===== config.mk =====
export PLATFORM = sky130hd
export DESIGN_NAME = yuv420_to_rgb_pair_converter_flat
export DESIGN_NICKNAME = d
export VERILOG_FILES = /design/src/rtl/yrp_pkg.sv /design/src/rtl/yrp_channels.sv /design/src/rtl/yuv420_to_rgb_pair_converter.sv /design/src/rtl/yrp_queue.sv /design/src/rtl/yrp_front.sv /design/src/rtl/yrp_back.sv /design/src/flat_wrapper.sv
export VERILOG_INCLUDE_DIRS = /design/src /design/src/rtl
export SDC_FILE = /design/constraint.sdc
export NUM_CORES = 1
export LEC_CHECK = 0
export BUFFER_PORTS_ARGS = -buffer_cell sky130_fd_sc_hd__buf_2
export CELL_PAD_IN_SITES_DETAIL_PLACEMENT = 1
export CELL_PAD_IN_SITES_GLOBAL_PLACEMENT = 2
export CORE_ASPECT_RATIO = 0.8
export CORE_MARGIN = 2
export CORE_UTILIZATION = 44
export DETAILED_ROUTE_END_ITERATION = 7
export PLACE_DENSITY_LB_ADDON = 0.1
export REMOVE_ABC_BUFFERS = 1
export SYNTH_ARGS = -nofsm -noshare
export SYNTH_HDL_FRONTEND = slang
export SYNTH_SLANG_ARGS = --single-unit

===== constraint.sdc =====
create_clock -name clk -period 9.2 [get_ports clk]
set_clock_uncertainty 0.2 [all_clocks]
set_input_delay 0 -clock clk [delete_from_list [all_inputs] [get_ports clk]]
set_output_delay 0 -clock clk [all_outputs]
set_load 0.02 [all_outputs]

===== src/rtl/yuv420_to_rgb_pair_converter_defines.svh =====
// Assertion macros shared by the converter RTL.
// Each macro expects signals named clk and rst_n in the module that uses it.
`ifndef YUV420_TO_RGB_PAIR_CONVERTER_DEFINES_SVH
`define YUV420_TO_RGB_PAIR_CONVERTER_DEFINES_SVH

`ifndef SYNTH

// Property must hold at every clock edge outside reset
`define YRP_ASSERT(label, prop) \
    label: assert property (@(posedge clk) disable iff (!rst_n) prop) \
        else $error("yrp: assertion failed");

// Condition must never be true at a clock edge outside reset
`define YRP_NEVER(label, cond) \
    label: assert property (@(posedge clk) disable iff (!rst_n) !(cond)) \
        else $error("yrp: forbidden condition seen");

`else

`define YRP_ASSERT(label, prop)
`define YRP_NEVER(label, cond)

`endif

`endif


===== src/rtl/yrp_pkg.sv =====
package yrp_pkg;

    // Chroma term widths (two's complement)
    localparam int TERM_RG_W = 19;
    localparam int TERM_B_W  = 20;

    // Pixel sum widths before the scaling shift
    localparam int EVEN_SUM_W = 21;
    localparam int ODD_SUM_W  = 22;
    localparam int EVEN_SHIFT = 10;
    localparam int ODD_SHIFT  = 11;

    // Blended chroma 3*near + far, 0..1020
    localparam int CHROMA_W = 10;

    // Fixed-point BT.601 coefficients
    localparam int signed RED_V_MUL   = 409;
    localparam int signed GREEN_U_MUL = -100;
    localparam int signed GREEN_V_MUL = -208;
    localparam int signed BLUE_U_MUL  = 516;
    localparam int signed LUMA_EVEN_MUL = 298 * 4;
    localparam int signed LUMA_ODD_MUL  = 298 * 8;

    localparam int signed K_RED   = 128 * 4 - 16 * 298 * 4 - 409 * 512;
    localparam int signed K_GREEN = 128 * 4 - 16 * 298 * 4 + 100 * 512 + 208 * 512;
    localparam int signed K_BLUE  = 128 * 4 - 16 * 298 * 4 - 516 * 512;

    // Shifted sum, before clamping; same width for even and odd pixels
    localparam int SCALED_W = EVEN_SUM_W - EVEN_SHIFT;

    typedef logic signed [TERM_RG_W-1:0] term_rg_t;
    typedef logic signed [TERM_B_W-1:0]  term_b_t;

    // One queued pixel pair: own chroma terms, the previous pair's terms for the
    // odd pixel, and both luma samples
    typedef struct packed {
        term_rg_t    term_red;
        term_rg_t    term_green;
        term_b_t     term_blue;
        term_rg_t    prior_red;
        term_rg_t    prior_green;
        term_b_t     prior_blue;
        logic [7:0]  luma_even;
        logic [7:0]  luma_odd;
    } pair_entry_t;

    // Floor-shifted value clamped to 0..255
    function automatic logic [7:0] clamp8(input logic [SCALED_W-1:0] q);
        logic [7:0] res;
        if (q[SCALED_W-1])
        begin
            res = 8'd0;
        end
        else if (q[SCALED_W-2:8] != '0)
        begin
            res = 8'hFF;
        end
        else
        begin
            res = q[7:0];
        end
        return res;
    endfunction

endpackage


===== src/rtl/yrp_channels.sv =====
// Input channel: one pixel pair of 4:2:0 samples per transaction
interface yrp_yuv_if;
    logic       valid;
    logic       ready;
    logic       row_start;
    logic [7:0] luma_even;
    logic [7:0] luma_odd;
    logic [7:0] u_near;
    logic [7:0] u_far;
    logic [7:0] v_near;
    logic [7:0] v_far;

    modport source (
        output valid, row_start, luma_even, luma_odd, u_near, u_far, v_near, v_far,
        input  ready
    );
    modport sink (
        input  valid, row_start, luma_even, luma_odd, u_near, u_far, v_near, v_far,
        output ready
    );
endinterface

// Output channel: one RGB pixel pair per transaction
interface yrp_rgb_if;
    logic       valid;
    logic       ready;
    logic [7:0] red_even;
    logic [7:0] green_even;
    logic [7:0] blue_even;
    logic [7:0] red_odd;
    logic [7:0] green_odd;
    logic [7:0] blue_odd;

    modport source (
        output valid, red_even, green_even, blue_even, red_odd, green_odd, blue_odd,
        input  ready
    );
    modport sink (
        input  valid, red_even, green_even, blue_even, red_odd, green_odd, blue_odd,
        output ready
    );
endinterface


===== src/rtl/yuv420_to_rgb_pair_converter.sv =====
// Channel | Dir | Transaction
// --------+-----+-------------------------------------------------------------
// yuv     | in  | row_start, luma even/odd, u and v of near and far chroma line
// rgb     | out | red, green, blue of even and odd pixel, clamped to 0..255
//
// One pixel pair per clock sustained while rgb.ready is high; the queue is
// written when it accepts the yuv transaction and the output register when
// the pair leaves the queue, and rgb shows the pair from that register.
// The queue holds QUEUE_DEPTH pairs; yuv.ready drops only when it is full.
// Reset clears the stored chroma terms of the previous pair, the queue and
// the output valid flag.
module yuv420_to_rgb_pair_converter #(
    parameter int QUEUE_DEPTH = 2
) (
    input  logic       clk,
    input  logic       rst_n,
    yrp_yuv_if.sink    yuv,
    yrp_rgb_if.source  rgb
);

    logic                 push_valid;
    logic                 push_ready;
    yrp_pkg::pair_entry_t push_entry;
    logic                 pop_valid;
    logic                 pop_ready;
    yrp_pkg::pair_entry_t pop_entry;

    yrp_front u_front (
        .clk        (clk),
        .rst_n      (rst_n),
        .yuv        (yuv),
        .push_valid (push_valid),
        .push_ready (push_ready),
        .push_entry (push_entry)
    );

    yrp_queue #(
        .DEPTH (QUEUE_DEPTH)
    ) u_queue (
        .clk        (clk),
        .rst_n      (rst_n),
        .push_valid (push_valid),
        .push_ready (push_ready),
        .push_entry (push_entry),
        .pop_valid  (pop_valid),
        .pop_ready  (pop_ready),
        .pop_entry  (pop_entry)
    );

    yrp_back u_back (
        .clk       (clk),
        .rst_n     (rst_n),
        .pop_valid (pop_valid),
        .pop_ready (pop_ready),
        .pop_entry (pop_entry),
        .rgb       (rgb)
    );

endmodule


===== src/rtl/yrp_queue.sv =====
`include "yuv420_to_rgb_pair_converter_defines.svh"

module yrp_queue #(
    parameter int DEPTH = 2
) (
    input  logic                 clk,
    input  logic                 rst_n,
    input  logic                 push_valid,
    output logic                 push_ready,
    input  yrp_pkg::pair_entry_t push_entry,
    output logic                 pop_valid,
    input  logic                 pop_ready,
    output yrp_pkg::pair_entry_t pop_entry
);

    localparam int PTR_W = (DEPTH > 1) ? $clog2(DEPTH) : 1;
    localparam int CNT_W = $clog2(DEPTH + 1);

    yrp_pkg::pair_entry_t entries_reg [DEPTH];
    logic [PTR_W-1:0] wr_ptr_reg, wr_ptr_next;
    logic [PTR_W-1:0] rd_ptr_reg, rd_ptr_next;
    logic [CNT_W-1:0] count_reg, count_next;
    logic             push;
    logic             pop;

    // Handshake on both sides
    assign push_ready = (count_reg != CNT_W'(DEPTH));
    assign pop_valid  = (count_reg != '0);
    assign push       = push_valid && push_ready;
    assign pop        = pop_valid && pop_ready;
    assign pop_entry  = entries_reg[rd_ptr_reg];

    // Advance pointers with wrap, track fill level
    always_comb
    begin
        wr_ptr_next = wr_ptr_reg;
        rd_ptr_next = rd_ptr_reg;
        count_next  = count_reg;
        if (push)
        begin
            wr_ptr_next = (wr_ptr_reg == PTR_W'(DEPTH - 1)) ? '0 : wr_ptr_reg + 1'b1;
        end
        if (pop)
        begin
            rd_ptr_next = (rd_ptr_reg == PTR_W'(DEPTH - 1)) ? '0 : rd_ptr_reg + 1'b1;
        end
        if (push && !pop)
        begin
            count_next = count_reg + 1'b1;
        end
        else if (pop && !push)
        begin
            count_next = count_reg - 1'b1;
        end
    end

    always_ff @(posedge clk or negedge rst_n)
    begin
        if (!rst_n)
        begin
            wr_ptr_reg <= '0;
            rd_ptr_reg <= '0;
            count_reg  <= '0;
        end
        else
        begin
            wr_ptr_reg <= wr_ptr_next;
            rd_ptr_reg <= rd_ptr_next;
            count_reg  <= count_next;
        end
    end

    // Store pushed entry
    always_ff @(posedge clk)
    begin
        if (push)
        begin
            entries_reg[wr_ptr_reg] <= push_entry;
        end
    end

    `YRP_ASSERT(q_count_bound, count_reg <= CNT_W'(DEPTH))
    `YRP_ASSERT(q_count_up, push && !pop |=> count_reg == $past(count_reg) + 1'b1)
    `YRP_NEVER(q_empty_ptrs, count_reg == '0 && wr_ptr_reg != rd_ptr_reg)

endmodule


===== src/rtl/yrp_front.sv =====
module yrp_front (
    input  logic                 clk,
    input  logic                 rst_n,
    yrp_yuv_if.sink              yuv,
    output logic                 push_valid,
    input  logic                 push_ready,
    output yrp_pkg::pair_entry_t push_entry
);

    logic [yrp_pkg::CHROMA_W-1:0] cu;
    logic [yrp_pkg::CHROMA_W-1:0] cv;
    yrp_pkg::term_rg_t            term_red;
    yrp_pkg::term_rg_t            term_green;
    yrp_pkg::term_b_t             term_blue;
    yrp_pkg::term_rg_t            prev_red_reg;
    yrp_pkg::term_rg_t            prev_green_reg;
    yrp_pkg::term_b_t             prev_blue_reg;
    logic                         accept;

    // Pass the transaction straight into the queue
    assign push_valid = yuv.valid;
    assign yuv.ready  = push_ready;
    assign accept     = yuv.valid && push_ready;

    // Blend chroma 3:1 toward this row's line
    assign cu = yrp_pkg::CHROMA_W'(yuv.u_near) + {1'b0, yuv.u_near, 1'b0}
              + yrp_pkg::CHROMA_W'(yuv.u_far);
    assign cv = yrp_pkg::CHROMA_W'(yuv.v_near) + {1'b0, yuv.v_near, 1'b0}
              + yrp_pkg::CHROMA_W'(yuv.v_far);

    // Form chroma terms
    assign term_red = yrp_pkg::TERM_RG_W'(yrp_pkg::RED_V_MUL * int'(cv) + yrp_pkg::K_RED);
    assign term_green = yrp_pkg::TERM_RG_W'(yrp_pkg::GREEN_U_MUL * int'(cu)
                      + yrp_pkg::GREEN_V_MUL * int'(cv) + yrp_pkg::K_GREEN);
    assign term_blue = yrp_pkg::TERM_B_W'(yrp_pkg::BLUE_U_MUL * int'(cu) + yrp_pkg::K_BLUE);

    // Pick the odd pixel's neighbor terms: own terms at a row start
    always_comb
    begin
        push_entry.term_red    = term_red;
        push_entry.term_green  = term_green;
        push_entry.term_blue   = term_blue;
        push_entry.luma_even   = yuv.luma_even;
        push_entry.luma_odd    = yuv.luma_odd;
        if (yuv.row_start)
        begin
            push_entry.prior_red   = term_red;
            push_entry.prior_green = term_green;
            push_entry.prior_blue  = term_blue;
        end
        else
        begin
            push_entry.prior_red   = prev_red_reg;
            push_entry.prior_green = prev_green_reg;
            push_entry.prior_blue  = prev_blue_reg;
        end
    end

    // Hold terms of the last accepted pair for the next one
    always_ff @(posedge clk or negedge rst_n)
    begin
        if (!rst_n)
        begin
            prev_red_reg   <= '0;
            prev_green_reg <= '0;
            prev_blue_reg  <= '0;
        end
        else if (accept)
        begin
            prev_red_reg   <= term_red;
            prev_green_reg <= term_green;
            prev_blue_reg  <= term_blue;
        end
    end

endmodule


===== src/rtl/yrp_back.sv =====
module yrp_back (
    input  logic                 clk,
    input  logic                 rst_n,
    input  logic                 pop_valid,
    output logic                 pop_ready,
    input  yrp_pkg::pair_entry_t pop_entry,
    yrp_rgb_if.source            rgb
);

    logic signed [yrp_pkg::EVEN_SUM_W-1:0] even_red, even_green, even_blue;
    logic signed [yrp_pkg::ODD_SUM_W-1:0]  odd_red, odd_green, odd_blue;
    logic                                  load;
    logic                                  out_valid_reg, out_valid_next;
    logic [7:0] red_even_reg, green_even_reg, blue_even_reg;
    logic [7:0] red_odd_reg, green_odd_reg, blue_odd_reg;

    // Take a queued pair whenever the output register is free or draining
    assign load      = pop_valid && (!out_valid_reg || rgb.ready);
    assign pop_ready = !out_valid_reg || rgb.ready;

    // Add luma to chroma terms
    assign even_red = yrp_pkg::EVEN_SUM_W'(int'(pop_entry.term_red)
                    + yrp_pkg::LUMA_EVEN_MUL * int'(pop_entry.luma_even));
    assign even_green = yrp_pkg::EVEN_SUM_W'(int'(pop_entry.term_green)
                      + yrp_pkg::LUMA_EVEN_MUL * int'(pop_entry.luma_even));
    assign even_blue = yrp_pkg::EVEN_SUM_W'(int'(pop_entry.term_blue)
                     + yrp_pkg::LUMA_EVEN_MUL * int'(pop_entry.luma_even));
    assign odd_red = yrp_pkg::ODD_SUM_W'(int'(pop_entry.term_red)
                   + int'(pop_entry.prior_red)
                   + yrp_pkg::LUMA_ODD_MUL * int'(pop_entry.luma_odd));
    assign odd_green = yrp_pkg::ODD_SUM_W'(int'(pop_entry.term_green)
                     + int'(pop_entry.prior_green)
                     + yrp_pkg::LUMA_ODD_MUL * int'(pop_entry.luma_odd));
    assign odd_blue = yrp_pkg::ODD_SUM_W'(int'(pop_entry.term_blue)
                    + int'(pop_entry.prior_blue)
                    + yrp_pkg::LUMA_ODD_MUL * int'(pop_entry.luma_odd));

    // Keep the result until the sink takes it
    always_comb
    begin
        out_valid_next = out_valid_reg;
        if (load)
        begin
            out_valid_next = 1'b1;
        end
        else if (rgb.ready)
        begin
            out_valid_next = 1'b0;
        end
    end

    always_ff @(posedge clk or negedge rst_n)
    begin
        if (!rst_n)
        begin
            out_valid_reg <= 1'b0;
        end
        else
        begin
            out_valid_reg <= out_valid_next;
        end
    end

    // Scale, clamp and register the pixel pair
    always_ff @(posedge clk)
    begin
        if (load)
        begin
            red_even_reg   <= yrp_pkg::clamp8(
                even_red[yrp_pkg::EVEN_SUM_W-1:yrp_pkg::EVEN_SHIFT]);
            green_even_reg <= yrp_pkg::clamp8(
                even_green[yrp_pkg::EVEN_SUM_W-1:yrp_pkg::EVEN_SHIFT]);
            blue_even_reg  <= yrp_pkg::clamp8(
                even_blue[yrp_pkg::EVEN_SUM_W-1:yrp_pkg::EVEN_SHIFT]);
            red_odd_reg    <= yrp_pkg::clamp8(
                odd_red[yrp_pkg::ODD_SUM_W-1:yrp_pkg::ODD_SHIFT]);
            green_odd_reg  <= yrp_pkg::clamp8(
                odd_green[yrp_pkg::ODD_SUM_W-1:yrp_pkg::ODD_SHIFT]);
            blue_odd_reg   <= yrp_pkg::clamp8(
                odd_blue[yrp_pkg::ODD_SUM_W-1:yrp_pkg::ODD_SHIFT]);
        end
    end

    assign rgb.valid      = out_valid_reg;
    assign rgb.red_even   = red_even_reg;
    assign rgb.green_even = green_even_reg;
    assign rgb.blue_even  = blue_even_reg;
    assign rgb.red_odd    = red_odd_reg;
    assign rgb.green_odd  = green_odd_reg;
    assign rgb.blue_odd   = blue_odd_reg;

endmodule

===== src/flat_wrapper.sv =====
// flat-port wrapper written by rule: the top's interface ports become plain ports
module yuv420_to_rgb_pair_converter_flat 
#(
    parameter int QUEUE_DEPTH = 2
)
  (clk, rst_n, yuv_valid, yuv_row_start, yuv_luma_even, yuv_luma_odd, yuv_u_near, yuv_u_far, yuv_v_near, yuv_v_far, yuv_ready, rgb_valid, rgb_red_even, rgb_green_even, rgb_blue_even, rgb_red_odd, rgb_green_odd, rgb_blue_odd, rgb_ready);
  yrp_yuv_if yuv_i ();
  yrp_rgb_if rgb_i ();
  input  logic clk;
  input  logic rst_n;
  input wire logic [$bits(yuv_i.valid)-1:0] yuv_valid;
  input wire logic [$bits(yuv_i.row_start)-1:0] yuv_row_start;
  input wire logic [$bits(yuv_i.luma_even)-1:0] yuv_luma_even;
  input wire logic [$bits(yuv_i.luma_odd)-1:0] yuv_luma_odd;
  input wire logic [$bits(yuv_i.u_near)-1:0] yuv_u_near;
  input wire logic [$bits(yuv_i.u_far)-1:0] yuv_u_far;
  input wire logic [$bits(yuv_i.v_near)-1:0] yuv_v_near;
  input wire logic [$bits(yuv_i.v_far)-1:0] yuv_v_far;
  output wire logic [$bits(yuv_i.ready)-1:0] yuv_ready;
  output wire logic [$bits(rgb_i.valid)-1:0] rgb_valid;
  output wire logic [$bits(rgb_i.red_even)-1:0] rgb_red_even;
  output wire logic [$bits(rgb_i.green_even)-1:0] rgb_green_even;
  output wire logic [$bits(rgb_i.blue_even)-1:0] rgb_blue_even;
  output wire logic [$bits(rgb_i.red_odd)-1:0] rgb_red_odd;
  output wire logic [$bits(rgb_i.green_odd)-1:0] rgb_green_odd;
  output wire logic [$bits(rgb_i.blue_odd)-1:0] rgb_blue_odd;
  input wire logic [$bits(rgb_i.ready)-1:0] rgb_ready;
  assign yuv_i.valid = yuv_valid;
  assign yuv_i.row_start = yuv_row_start;
  assign yuv_i.luma_even = yuv_luma_even;
  assign yuv_i.luma_odd = yuv_luma_odd;
  assign yuv_i.u_near = yuv_u_near;
  assign yuv_i.u_far = yuv_u_far;
  assign yuv_i.v_near = yuv_v_near;
  assign yuv_i.v_far = yuv_v_far;
  assign yuv_ready = yuv_i.ready;
  assign rgb_valid = rgb_i.valid;
  assign rgb_red_even = rgb_i.red_even;
  assign rgb_green_even = rgb_i.green_even;
  assign rgb_blue_even = rgb_i.blue_even;
  assign rgb_red_odd = rgb_i.red_odd;
  assign rgb_green_odd = rgb_i.green_odd;
  assign rgb_blue_odd = rgb_i.blue_odd;
  assign rgb_i.ready = rgb_ready;
  yuv420_to_rgb_pair_converter #(.QUEUE_DEPTH(QUEUE_DEPTH)) u_core (.clk(clk), .rst_n(rst_n), .yuv(yuv_i), .rgb(rgb_i));
endmodule

==> impl_metrics.toml, run 1 <==
[worst_hold_path]
min_path_type = "in -> async"

[worst_setup_path]
reg2reg_slack_ps = 1270
worstSetupEndpointType = "flop"
arrival_ps = 8130
crit_family = "adder cells"
required_ps = 9400
path_buf_inv = 2
crit_chain = "mux2_2 -> ha_1 -> fa_1 -> inv_1 -> fa_1 -> inv_1 -> fa_1 -> ha_1 -> a21boi_0 -> o21ai_0 -> a21boi_0 -> o21ai_0 -> a21boi_0 -> mux2_2 -> or2_2 -> fa_1 -> ha_1 -> nand3_1 -> o21ai_1 -> o41ai_1 -> xnor2_1 -> o21a_1"
startpoint_type = "flop"
worstSetupPathType = "reg -> reg"
critPathMaxFanout = 20
path_common_cell = "fa_1"
cpPeakStageDelay_ps = 780
crit_slowest_cell = "xnor2_1"

[clock_tree]
clkLatencyLatePin_ps = 560
cts.sinks = 350
cts_hold_buf = 41
cts_buffer_depth = 3
cts_made_buffers = 40
post-cts-setup-buffers = 0
ctsResizeCount = 0
clk_pin_slew_worst_paths_ps = 60
cts_tree = "done"
clockRootBuffer = "clkbuf_16"
h-tree-depth = 2

[placed_design]
port_buffers = 102
dpl_cell_area_um2 = 26900
gp_congestion = 0.846
place_hpwl_um = 50700

[route]
vias = 16900
drt_iter0_drc = 766
wl_um = 66500
routed_via_density = 5.42
final_antenna_net_count = 0
drc = 1
wl_per_cell_um = 21.4
drtPass1Iterations = 8

[cells_and_area]
fin_area_um2 = 28700
seq_area_um2 = 10200
nFillCells = 5984
nets = 2854
n_antenna_cell = 0
area_growth_syn_to_layout_pct = 12.9
multiInputGateArea_um2 = 14300
largest_register_ffs = 244
drive_gt1_frac = 0.162

[sta]
setup_tns_ps = 0
slew_violations = 0
fin_crit_ps = 7930
worst_slew_pin_slew_ps = 1200
hold_viol_final = 0
rsz0062_at_grt = "false"
relSlewSlack = 0.179
setup_violations = 0
period_share = 0.862
max_freq_ghz = 0.126

[grt]
grt_pass1_vias = 18100
grt_usage = 0.229
antenna_found_initial = 1
overflow = 0
grt_pass1_wl_um = 104000
grt_start_max_net_pins = 72

[floorplanning]
ios = 103
die_y_um = 219
initial_core_util = 0.447
design.core.area_um2 = 56900
die_area_um2 = 59800
placementRows = 78
die_w_um = 273

[yosys]
ys_ff_latch = 350
ys_seq_area_frac = 0.402
syn_avg_cell_area_um2 = 11.8
mappedNetlistArea_um2 = 25400
yosys_warnings = 0
synth_edf_count = 292
yosys_most_used_dff = "edfxtp_1"
synthArstFlopShare = 0.166
synthCells = 2149
synth_cell_types = 77

[job]
max-cap-violations = 0

[status]
violations = "design-rule violations"
outcome = "complete, but fails checks"
worst min-delay path, stage by stage:
cell and delay [ps]:
dlygate4sd3_1 520, buf_2 140, buf_4 650
path summary, 6_finish.rpt:
kind	from	cells past startpoint	endpoint
min reg2reg	u_core.u_front.prev_blue_reg[17]	2	u_core.u_front.prev_blue_reg[17]
min	rst_n	3	u_core.u_front.prev_red_reg[1]
max	u_core.u_queue.rd_ptr_reg	22	u_core.u_back.rgb.blue_odd[5]
min in group clk	yuv_v_near[0]	2	u_core.u_queue.entries_reg[1][113]
max reg2reg	u_core.u_queue.rd_ptr_reg	22	u_core.u_back.rgb.blue_odd[5]
max in group asynchronous	rst_n	3	u_core.u_front.prev_red_reg[18]
Yosys cell counts, types with 13 or more instances:
cell type  instances  area share
ha_1             362        0.18
edfxtp_1         292        0.34
inv_1            207       0.031
mux2_2           165       0.073
nand2_1          155       0.023
fa_1             119       0.094
a21oi_1          108       0.021
xnor2_1          102       0.035
nor2_1           100       0.015
o21ai_0           68       0.013
dfrtp_1           58       0.057
o21a_1            57       0.017
a21o_1            33      0.0097
clkbuf_1          29      0.0043
xor2_1            29       0.010
nor3_1            26      0.0051
nand3_1           22      0.0043
nor2b_1           15      0.0037
o211ai_1          13      0.0038
layer usage:
layer | wire length [um] | global-route usage | up-vias | part of all wire
li1 | - | - | 8051 | -
met1 | 31700 | 0.316 | 8498 | 0.48
met2 | 31200 | 0.385 | 235 | 0.47
met3 | 2320 | 0.0284 | 71 | 0.035
met4 | 1260 | 0.0502 | 0 | 0.019
met5 | 0 | 0 | - | 0
cell type report:
type                       count  area share
clock inverter                17     0.00784
clock buffer                  56      0.0401
sequential                   350       0.356
multi-input combinational   1558       0.499
timing repair buffer         163      0.0373
tap                          760      0.0331
inverter                     207      0.0270
through the flow:
step | std cells | worst slack [ps] | hold WS (ps) | utilization
floorplan | 2115 | 24.1 | -496 | -
global placement | 2997 | 1470 | -215 | 0.474
detailed placement | 2997 | 1300 | -206 | 0.474
CTS | 3111 | 1280 | 4.12 | 0.505
global route | 3111 | 769 | 53.3 | 0.505
finish | 3111 | 1270 | 18.2 | 0.505
kinds of logic after synthesis:
logic type,share of synthesized area
compound gates,0.0963
flops,0.402
buf+inv,0.0360
mux,0.0762
xor+xnor,0.0464
simple gates,0.0719
fa+ha+maj,0.272
layout by cell type, fill, tap and decap left out, drive strengths merged, types with 4 or more instances in the layout:
cell type	netlist	routed
o211ai	14	14
edfxtp	292	292
xor2	30	30
mux2i	8	8
fa	119	119
o21ai	73	73
nand2	155	155
a21o	33	33
o21a	57	57
or3	9	9
a21boi	10	10
ha	362	362
nor3	28	28
or2	8	8
and2	7	7
xnor2	103	103
nand2b	13	13
o211a	5	5
and3	9	9
bufinv	0	5
buf	5	122
dlygate4sd3	0	41
nand4	8	8
a211o	6	6
nand3b	4	4
inv	207	208
mux2	165	165
o41ai	5	5
a31oi	9	9
dfrtp	58	58
nor2	101	101
a21oi	108	108
clkinv	0	11
clkbuf	29	56
o21bai	12	12
nand3	23	23
nor2b	15	15
a211oi	12	12
Power of run 1 is left out: the tool's default activity adds up to more than one toggle a clock period on the data nets, which glitch-free logic cannot reach.
==> run 2: changes to the inputs <==
==> constraint.sdc (replaced) <==
create_clock -name clk -period 8.7 [get_ports clk]
set_clock_uncertainty 0.2 [all_clocks]
set_input_delay 0 -clock clk [delete_from_list [all_inputs] [get_ports clk]]
set_output_delay 0 -clock clk [all_outputs]
set_load 0.02 [all_outputs]
==> impl_metrics.toml, run 2 (synthesized netlist as in run 1, its figures left out) <==
[status]
outcome = "finished, final reports clean"

[sta]
rsz0062_at_grt = "false"
relSlewSlack = 0.207
period_share = 0.893
worst_slew_pin_slew_ps = 1190
fin_crit_ps = 7770
slew_violations = 0
setup_violations = 0
max_freq_ghz = 0.129
layout_setup_ws_ps = 931
hold_viol_final = 0

[clock_tree]
cts_buffer_depth = 3
cts.sinks = 350
ctsResizeCount = 0
cts_made_buffers = 40
post-cts-setup-buffers = 0
clockRootBuffer = "clkbuf_16"
cts_hold_buf = 40
clkLatencyLatePin_ps = 560
cts_tree = "done"
clk_pin_slew_worst_paths_ps = 60
h-tree-depth = 2

[cells_and_area]
nets = 2856
multiInputGateArea_um2 = 14300
final_common_cell = "ha_1"
layout_common_cells = "ha_1, edfxtp_1, inv_1"
seq_area_um2 = 10200
layout.cells.non_filler = 3113
drive_gt1_frac = 0.162
area_growth_syn_to_layout_pct = 12.9
n_antenna_cell = 0
largest_register_ffs = 244
nFillCells = 5985

[grt]
grt_usage = 0.225
antenna_found_initial = 3
grt_pass1_vias = 17900
grt_start_max_net_pins = 77
grt_pass1_wl_um = 103000
overflow = 0

[route]
wl_per_cell_um = 21.2
drt_iter0_drc = 867
final_antenna_net_count = 0
drtPass1Iterations = 5
drc = 0
routed_via_density = 5.41
vias = 16800
wl_um = 66100

[worst_setup_path]
startpoint_type = "flop"
required_ps = 8920
arrival_ps = 7990
critPathMaxFanout = 18
worstSetupEndpointType = "flop"
cpPeakStageDelay_ps = 780
path_buf_inv = 2
crit_family = "adder cells"
crit_chain = "mux2_2 -> ha_1 -> fa_1 -> inv_1 -> fa_1 -> inv_1 -> fa_1 -> ha_1 -> a21boi_0 -> o21ai_0 -> a21boi_0 -> o21ai_0 -> a21boi_0 -> mux2_2 -> or2_2 -> fa_1 -> ha_1 -> nand3_1 -> o21ai_1 -> o41ai_1 -> xnor2_1 -> o21a_1"
path_common_cell = "fa_1"
crit_slowest_cell = "xnor2_1"
worstSetupPathType = "reg -> reg"

[placed_design]
dp.cells = 3000
place_hpwl_um = 50200
preCtsSetupSlack_ps = 879
gp_congestion = 0.835
port_buffers = 102

[floorplanning]
initial_core_util = 0.447
die_y_um = 219
die_w_um = 273
design.core.area_um2 = 56900
placementRows = 78
ios = 103
die_area_um2 = 59800

[job]
max-cap-violations = 0

[worst_hold_path]
min_path_type = "in -> reg"
run 2: worst register-to-register path: stages (launching register included):
cell,delay (ps)
dfrtp_4,600
mux2_2,420
ha_1,260
fa_1,490
inv_1,60
fa_1,550
inv_1,60
fa_1,470
ha_1,330
a21boi_0,260
o21ai_0,150
a21boi_0,270
o21ai_0,170
a21boi_0,310
mux2_2,380
or2_2,350
fa_1,490
ha_1,330
nand3_1,80
o21ai_1,280
o41ai_1,120
xnor2_1,780
o21a_1,240
run 2: worst paths after layout:
check / start / endpoint / slack [ps] / cells past startpoint
setup / recovery: u_core.u_queue.rd_ptr_reg / u_core.u_back.rgb.blue_odd[4] / 930 / 22
hold / removal: yuv_v_near[0] / u_core.u_queue.entries_reg[1][114] / 30 / 3
setup reg to reg: u_core.u_queue.rd_ptr_reg / u_core.u_back.rgb.blue_odd[4] / 930 / 22
hold reg to reg: u_core.u_front.prev_red_reg[14] / u_core.u_front.prev_red_reg[14] / 270 / 2
max in group asynchronous: rst_n / u_core.u_front.prev_red_reg[18] / 7240 / 3
min in group asynchronous: rst_n / u_core.u_front.prev_red_reg[1] / 50 / 3
run 2: metal layers:
layer	vias up	GRT usage	part of all wire
met2	247	0.367	0.46
met5	-	0	0
met3	68	0.0311	0.038
met1	8465	0.315	0.48
li1	8051	-	-
met4	0	0.0597	0.022
run 2: metrics by stage:
| stage | TNS, ps | hold slack, ps | util | instance area (um^2) |
|---|---|---|---|---|
| floorplan | -11930 | -496 | - | 25300 |
| global placement | 0 | -227 | 0.474 | 27000 |
| detailed placement | 0 | -212 | 0.474 | 27000 |
| CTS | 0 | 13.3 | 0.505 | 28700 |
| global route | 0 | 58.9 | 0.505 | 28700 |
| finish | 0 | 28.2 | 0.505 | 28700 |
run 2: area by class of cell:
| cell class | instances | share of cell area |
|---|---|---|
| flip-flops and latches | 350 | 0.356 |
| multi-input cells | 1558 | 0.499 |
| clock inverters | 11 | 0.00597 |
| inverters | 207 | 0.0270 |
| repair buffers | 165 | 0.0377 |
| well taps | 760 | 0.0331 |
| clock buffers | 62 | 0.0416 |
Power of run 2 is left out for the same reason.
